**config.mk**
```make
export PLATFORM = sky130hd
export DESIGN_NAME = rme_cordic_step
export DESIGN_NICKNAME = d
export VERILOG_FILES = /design/src/sv/rme_pkg.sv /design/src/sv/rme_cordic_step.sv
export SDC_FILE = /design/constraint.sdc
export NUM_CORES = 1
export LEC_CHECK = 0
export BUFFER_PORTS_ARGS = -buffer_cell sky130_fd_sc_hd__buf_2
export CAP_MARGIN = 20
export CORE_MARGIN = 4
export CORE_UTILIZATION = 35
export DETAILED_ROUTE_END_ITERATION = 16
export GPL_ROUTABILITY_DRIVEN = 0
export PLACE_DENSITY = 0.59
export SYNTH_ARGS = -nofsm -noshare
export SYNTH_HDL_FRONTEND = slang
export SYNTH_SLANG_ARGS = --single-unit
```
**constraint.sdc**
```tcl
create_clock -name vclk -period 5.6
set_clock_uncertainty 0.2 [all_clocks]
set_input_delay 0 -clock vclk [all_inputs]
set_output_delay 0 -clock vclk [all_outputs]
set_load 0.1 [all_outputs]
```
**src/sv/rme_pkg.sv**
```systemverilog
// Package for the rotation-matrix-to-Euler block.
// Holds widths, the CORDIC arctangent table and the stage types. No dependencies.
package rme_pkg;

    localparam int unsigned ENTRY_W  = 16;
    localparam int unsigned THR_W    = 15;
    localparam int unsigned ANGX_W   = 16;
    localparam int unsigned ANGY_W   = 15;
    localparam int unsigned STEPS    = 16;
    localparam int unsigned CW       = 34;
    localparam int unsigned ACC_W    = 34;
    localparam int unsigned SQ_W     = 32;
    localparam int unsigned SY_W     = 16;
    localparam logic [THR_W-1:0] THR_RESET = 15'd1;
    localparam logic signed [ACC_W-1:0] PI_Q30 = 34'sd3373259426;
    localparam logic signed [ACC_W-1:0] LIM_XZ = 34'sd25736;
    localparam logic signed [ACC_W-1:0] LIM_Y  = 34'sd12868;

    function automatic logic signed [ACC_W-1:0] atan_tab(input logic [3:0] i);
        logic signed [ACC_W-1:0] t;
        case (i)
            4'd0:    t = 34'sd843314856;
            4'd1:    t = 34'sd497837829;
            4'd2:    t = 34'sd263043836;
            4'd3:    t = 34'sd133525158;
            4'd4:    t = 34'sd67021686;
            4'd5:    t = 34'sd33543515;
            4'd6:    t = 34'sd16775850;
            4'd7:    t = 34'sd8388437;
            4'd8:    t = 34'sd4194282;
            4'd9:    t = 34'sd2097149;
            4'd10:   t = 34'sd1048575;
            4'd11:   t = 34'sd524287;
            4'd12:   t = 34'sd262143;
            4'd13:   t = 34'sd131071;
            4'd14:   t = 34'sd65535;
            default: t = 34'sd32767;
        endcase
        return t;
    endfunction

    typedef struct packed {
        logic signed [CW-1:0]    x;
        logic signed [CW-1:0]    y;
        logic signed [ACC_W-1:0] acc;
        logic                    zero;
    } cordic_t;

endpackage

```
**src/sv/rme_cordic_step.sv**
```systemverilog
// One vectoring iteration of the CORDIC arctangent, combinational.
// Depends on rme_pkg.
module rme_cordic_step #(
    parameter logic [3:0] IDX = 4'd0
) (
    input  rme_pkg::cordic_t d,
    output rme_pkg::cordic_t q
);
    logic signed [rme_pkg::CW-1:0] dx;
    logic signed [rme_pkg::CW-1:0] dy;

    assign dx = d.y >>> IDX;
    assign dy = d.x >>> IDX;

    always_comb
    begin
        q = d;
        if (d.y > 0)
        begin
            q.x   = d.x + dx;
            q.y   = d.y - dy;
            q.acc = d.acc + rme_pkg::atan_tab(IDX);
        end
        else
        begin
            q.x   = d.x - dx;
            q.y   = d.y + dy;
            q.acc = d.acc - rme_pkg::atan_tab(IDX);
        end
    end
endmodule

```
---- Yosys cells after proc, flatten, opt, wreduce, memory -nomap -nowiden ----
Index checks and enable logic that the tools add are counted.
operators by class
  add/sub/neg operators ................... 5
  multiplexer cells ....................... 1
  magnitude comparators ................... 1
operators by type and width
  operator                                                               count
  102-bit two-way mux                                                    1
  34-bit subtractor                                                      2
  34-bit by 31-bit adder with 34-bit output, second input constant       1
  34-bit adder                                                           1
  34-bit by 1-bit > comparator with 1-bit output, second input constant  1
  34-bit by 31-bit subtractor with 34-bit output, second input constant  1
storage, ports and cells
  input port bits ......................... 103
  output and inout bits ................... 103
  register bits after elaboration ......... 0
  logic and storage cells ................. 7

---- Depth between registers and ports, before layout ----
Gate-level depths: netlist of run 1.
  depth in word-level cells ............... 2
  gate-level depth with buffers ........... 19

---- Worst setup path after synthesis of run 1 ----
No wires, ideal clock.
  kind .................................... input port to output port
  start ................................... input port d[45] (netlist bit)
  end ..................................... output port q[34] (netlist bit)
  arrival ................................. 5.060 ns
  required time ........................... 5.400 ns
  stages .................................. 18
  path slack .............................. 0.340 ns
  path buffers ............................ 3
  path through ............................ nor4_1 nand4_1 nor3_1 or2_2 clkbuf_1 inv_1 clkbuf_1 clkbuf_1 fa_1 nand2b_1 a211oi_1 o31ai_2 o21a_1 nor3_1 a211oi_2 o41ai_1 a21oi_1 xnor2_1
RTL lines
  element             line                  text
  start: declaration  rme_cordic_step.sv:6  input rme_pkg::cordic_t d,
  end: declaration    rme_cordic_step.sv:7  output rme_pkg::cordic_t q

==> impl_metrics.py, run 1 <==
metrics = {
    "run_status": {
        "status": "finished clean",
    },
    "die": {
        "rows": 52,
        "initial_core_util_pct": 35.9,
        "die-height_microns": 153,
        "core_area_sq_um": 20500,
        "io_pins": 206,
        "dieArea_sq_um": 23400,
        "die_width_microns": 153,
    },
    "power_and_ir_drop": {
        "power.switching_mw": 1.85,
        "ir_drop_v": 0.000261,
        "comb_power_share_pct": 100.0,
        "pwr-share-clk_pct": 0,
        "switching_share_pct": 78.4,
        "pwr_density_cell_nw_per_um2": 273,
        "p_int_mw": 0.510,
        "seqPwrFrac_pct": 0,
        "p_total_mw": 2.36,
        "leakage_nw": 4.21,
    },
    "routing": {
        "vias_per_cell": 5.62,
        "first_pass_iters": 6,
        "wl_per_cell_microns": 17.5,
        "dr.first_iter.drc_count": 674,
        "vias": 8587,
        "routed_wl_mm": 26.8,
        "route.detailed.drc": 0,
        "ant_nets": 0,
    },
    "min_path": {
        "hold_path.class": "input pin to output port",
    },
    "synth": {
        "syn_area_sq_um": 7360,
        "synth-seq-area-share_pct": 0,
        "yosysWarningCount": 0,
        "syn-num-nets": 1341,
        "syn-mean-instance-area_sq_um": 6.66,
        "synthDistinctLibCells": 77,
        "synthCells": 1106,
    },
    "setup_path": {
        "start_kind": "input pin",
        "path_max_fanout": 43,
        "worstPathArrival_ns": 4.29,
        "cp-end-kind": "output port",
        "worstSetupPathType": "input pin to output port",
        "required_ns": 5.40,
    },
    "timing": {
        "drv_slew": 0,
        "rsz0062_at_grt": "no",
        "hold_violations": 0,
        "fin_ws_ns": 1.11,
        "final.period_utilization_pct": 80.3,
        "setup_violations": 0,
        "maxSlewHeadroom_pct": 34.9,
        "worst_pin_slew_ns": 0.974,
        "fin_setup_tns_ns": 0,
        "period_needed_ns": 4.49,
        "fmax_ghz": 0.222,
    },
    "grt": {
        "grt_start_max_net_pins": 57,
        "overflow": 0,
        "grt_use_met1_pct": 29.9,
        "grt_usage_pct": 20.9,
        "use_met2_pct": 34.9,
        "grt_busiest_layer": "met2",
        "grt_pass1_wl_mm": 41.6,
        "antenna_found_initial": 2,
        "grt_util_met3_pct": 1.98,
        "grt_pass1_vias": 7950,
    },
    "cells_and_area": {
        "design_area_sq_um": 8640,
        "nets": 1495,
        "seq_area_sq_um": 0,
        "drive_gt1_share_pct": 18.4,
        "seq_cell_count": 0,
        "nClkBuffers": 0,
        "n_fill_cell": 2256,
        "syn2layout_area_growth_pct": 17.3,
    },
    "job": {
        "drv_cap": 0,
    },
    "clocking": {
        "cts_setup_buffers": 0,
        "hold_buffers": 4,
        "cts.repair.resized": 0,
    },
    "placement": {
        "hpwl_mm": 22.5,
        "placedInstanceArea_sq_um": 8590,
        "numPortBuffers": 198,
        "dp_slack_ns": 1.07,
    },
}
worst paths after layout:
kind,start,end,slack (ns),cells after the start
max,d[47],q[28],1.11,17
min,d[4],q[4],0.30,3
power groups by stage:
| stage | registers, mW | logic, mW | clock network [mW] |
|---|---|---|---|
| floorplan | 0 | 1.90 | 0 |
| global placement | 0 | 2.33 | 0 |
| detailed placement | 0 | 2.33 | 0 |
| CTS | 0 | 2.36 | 0 |
| global route | 0 | 2.47 | 0 |
| finish | 0 | 2.36 | 0.0000000239 |
layout make-up:
| class | instances | area, sq um | share of cell area, % |
|---|---|---|---|
| Timing Repair Buffer | 207 | 1200 | 13.9 |
| Inverter | 119 | 447 | 5.17 |
| Tap cell | 270 | 338 | 3.91 |
| Multi-Input combinational cell | 932 | 6650 | 76.9 |
| Antenna cell | 1 | 2.50 | 0.0290 |
through the flow:
| step | cells | hold WS [ns] | utilization (%) |
|---|---|---|---|
| 3_5_place_dp | 1524 | -0.199 | 41.9 |
| 6_report | 1529 | 0.301 | 42.1 |
| 5_1_grt | 1528 | 0.320 | 42.1 |
| 2_1_floorplan | 1106 | 0.0115 | - |
| 3_3_place_gp | 1524 | -0.199 | 41.9 |
| 4_1_cts | 1528 | 0.294 | 42.1 |
synthesized netlist by cell type (all sizes together) (3+ instances only):
| master | instances | area share (%) |
|---|---|---|
| a2111oi | 5 | 0.70 |
| a211o | 3 | 0.36 |
| a211oi | 16 | 1.8 |
| a21boi | 5 | 0.51 |
| a21o | 40 | 4.1 |
| a21oi | 135 | 9.3 |
| a221oi | 3 | 0.44 |
| a22oi | 3 | 0.31 |
| a31oi | 11 | 0.93 |
| a32oi | 3 | 0.36 |
| and3 | 5 | 0.42 |
| buf | 30 | 2.4 |
| clkbuf | 25 | 1.3 |
| fa | 4 | 1.1 |
| ha | 128 | 22 |
| inv | 118 | 6.0 |
| mux2i | 10 | 1.4 |
| nand2 | 62 | 3.2 |
| nand2b | 12 | 1.0 |
| nand3 | 17 | 1.2 |
| nand4 | 16 | 1.4 |
| nor2 | 100 | 5.1 |
| nor2b | 10 | 0.85 |
| nor3 | 28 | 1.9 |
| nor4 | 15 | 1.3 |
| o2111ai | 3 | 0.36 |
| o211a | 3 | 0.41 |
| o211ai | 16 | 1.7 |
| o21a | 10 | 1.0 |
| o21ai | 76 | 5.3 |
| o21bai | 31 | 3.2 |
| o22ai | 3 | 0.25 |
| o311ai | 4 | 0.58 |
| o31a | 5 | 0.59 |
| o31ai | 14 | 1.7 |
| o41ai | 3 | 0.46 |
| or2 | 7 | 0.59 |
| or3 | 11 | 0.93 |
| xnor2 | 83 | 9.9 |
| xor2 | 9 | 1.1 |
worst max-delay path, cell delays in order:
cell	delay [ns]
buf_2	0.15
nor4_1	0.47
nand4_1	0.28
nor3_1	0.21
or2_2	0.16
buf_4	0.39
ha_1	0.37
a21o_1	0.20
a311o_1	0.37
o31ai_2	0.34
o21bai_1	0.10
a21oi_1	0.21
o21ai_0	0.13
a31oi_1	0.26
o21ai_0	0.14
xor2_1	0.25
buf_12	0.21
cells in the final DEF (no fill, tap or decap), types with 15 or more instances in the layout:
cell type	instances
a21o_1	40
a21oi_1	133
buf_2	189
ha_1	128
inv_1	117
nand2_1	62
nand3_1	17
nand4_1	16
nor2_1	100
nor3_1	28
nor4_1	15
o211ai_1	15
o21ai_0	67
o21bai_1	31
xnor2_1	83
cells by family after synthesis:
family / Yosys count / share of synthesized area (%)
xor gates and xnor gates: 92 / 10.9
AOI/OAI and AO/OA: 407 / 36.5
muxes: 10 / 1.36
and+or+nand+nor: 291 / 18.6
buffers and inverters: 174 / 9.75
adders and majority gates: 132 / 22.8
per-layer routing:
metal | share of wire, % | up-vias
met3 | 7.7 | 43
met1 | 45 | 3896
met5 | 0.13 | -
met2 | 45 | 402
li1 | - | 4242
met4 | 2.1 | 4
Power figures use the tool's default switching activity.
==> inputs of run 2 (changes only) <==
PLACE_DENSITY = 0.61   (was 0.59)
clock period = 3.9 ns   (was 5.6 ns; I/O delays follow)
==> run 2 against run 1 <==
Routed wire length grew 4.5%; via count grew 6.0%; worst setup slack lost 0.92 ns; worst hold slack worse by 0.058 ns; total power is 70% higher; clock-buffer cell count did not move; critical path depth is 1 higher; final cell count increased by 6.1%; sequential share of layout area stayed put; sequential cell count stayed put; non-clock buffer count rose by 95; largest power group unchanged; global-route usage is 1.4 points higher.
==> impl_metrics.py, run 2 (same netlist as run 1, synthesis figures left out) <==
metrics = {
    "run_status": {
        "status": "finished clean",
    },
    "placement": {
        "hpwl_mm": 23.7,
        "numPortBuffers": 198,
        "place_inst": 1618,
    },
    "die": {
        "initial_core_util_pct": 35.9,
        "rows": 52,
        "io_pins": 206,
        "core_area_sq_um": 20500,
        "dieArea_sq_um": 23400,
        "die-height_microns": 153,
        "die_width_microns": 153,
    },
    "routing": {
        "vias_per_cell": 5.61,
        "routed_wl_mm": 28.0,
        "ant_nets": 0,
        "route.detailed.drc": 0,
        "vias": 9103,
        "wl_per_cell_microns": 17.3,
        "dr.first_iter.drc_count": 650,
        "first_pass_iters": 6,
    },
    "timing": {
        "fmax_ghz": 0.269,
        "maxSlewHeadroom_pct": 34.6,
        "hold_violations": 0,
        "worst_pin_slew_ns": 0.977,
        "setup_violations": 0,
        "period_needed_ns": 3.71,
        "holdWs_ns": 0.243,
        "drv_slew": 0,
        "final.period_utilization_pct": 95.2,
    },
    "grt": {
        "grt_pass1_wl_mm": 44.5,
        "grt_busiest_layer": "met2",
        "grt_util_met3_pct": 2.12,
        "overflow": 0,
        "grt_start_max_net_pins": 71,
        "grt_use_met1_pct": 30.7,
        "use_met2_pct": 37.7,
        "antenna_found_initial": 0,
        "grt_pass1_vias": 8862,
        "grt_usage_pct": 22.3,
    },
    "power_and_ir_drop": {
        "seqPwrFrac_pct": 0,
        "leakage_nw": 5.05,
        "switching_share_pct": 69.6,
        "comb_power_share_pct": 100.0,
        "ir_drop_v": 0.000349,
        "pwr_density_cell_nw_per_um2": 386,
        "pwr-share-clk_pct": 0,
        "power.switching_mw": 2.80,
        "p_int_mw": 1.22,
    },
    "setup_path": {
        "worstPathArrival_ns": 3.51,
        "worstSetupPathType": "input pin to output port",
        "critical-path-top-delay-family": "simple AND/OR/NAND/NOR gates",
        "slowest_stage": "a2111oi_4",
        "cp-end-kind": "output port",
        "crit_buf_inv": 5,
        "slowest_delay_ns": 0.44,
        "required_ns": 3.70,
        "path_max_fanout": 12,
        "crit_chain": "buf_2 -> nor4_4 -> buf_4 -> nand4_1 -> nor3_2 -> or2_4 -> inv_4 -> buf_4 -> ha_1 -> and3_1 -> and3_1 -> o211ai_1 -> a2111oi_4 -> nor2_1 -> a21o_1 -> a22oi_2 -> xor2_4 -> buf_12",
        "start_kind": "input pin",
    },
    "cells_and_area": {
        "drive_gt1_share_pct": 26.8,
        "nClkBuffers": 0,
        "syn2layout_area_growth_pct": 41.5,
        "final_cell_count_no_fill": 1623,
        "n_fill_cell": 2041,
        "final_cell_mix": "141 x buf_2, 130 x a21oi_1, 128 x ha_1",
        "n_antenna_cell": 0,
        "multi_input_area_sq_um": 6980,
        "seq_cell_count": 0,
        "nets": 1590,
        "seq_area_sq_um": 0,
        "layout_commonest_cell": "buf_2",
    },
    "job": {
        "drv_cap": 0,
    },
    "min_path": {
        "hold_path.class": "input pin to output port",
    },
}
==> run 2: repair_timing <==
item | CTS | global route
setup endpoints to repair | 7 | 8
gates resized for setup | 6 | 14
hold buffers | 4 | 0
endpoints found under the hold margin | 4 | 0
pin swaps | 1 | 10
setup buffers | 0 | 1
cloned | 0 | 0
==> run 2: worst min-delay path, cell delays in order <==
cell and delay (ns):
buf_2 0.09, inv_1 0.06, buf_2 0.29
==> run 2: path summary, 6_finish.rpt <==
check | depth (start not counted) | endpoint | from
max | 18 | q[33] | d[52]
min | 3 | q[4] | d[4]
==> run 2: final cells by class <==
type,count,share of cell area (%)
Multi-Input combinational cell,932,67.0
Tap cell,270,3.24
Inverter,119,4.31
Timing Repair Buffer,302,25.4
==> run 2: metrics by stage <==
| stage | setup TNS, ns | area, sq um | setup slack [ns] | power, mW | utilization [%] |
|---|---|---|---|---|---|
| floorplan | -0.576 | 7610 | -0.275 | 2.80 | - |
| global placement | -0.499 | 10300 | -0.127 | 3.95 | 50.1 |
| detailed placement | -0.722 | 10300 | -0.182 | 3.96 | 50.1 |
| CTS | 0 | 10300 | 0.0239 | 4.00 | 50.4 |
| global route | -0.114 | 10400 | -0.0491 | 4.19 | 50.8 |
| finish | 0 | 10400 | 0.186 | 4.02 | 50.8 |
==> run 2: power by group through the flow <==
| stage | sequential (mW) | clock, mW | combinational (mW) |
|---|---|---|---|
| finish | 0 | 0 | 4.02 |
| global route | 0 | 0 | 4.19 |
| CTS | 0 | 0 | 4.00 |
| detailed placement | 0 | 0 | 3.96 |
| global placement | 0 | 0 | 3.95 |
| floorplan | 0 | 0 | 2.80 |
==> run 2: per-layer routing <==
metal	share of wire, %	wire length [microns]
met5	0	0
met4	2.7	763
met3	7.3	2050
met2	46	12800
met1	44	12400
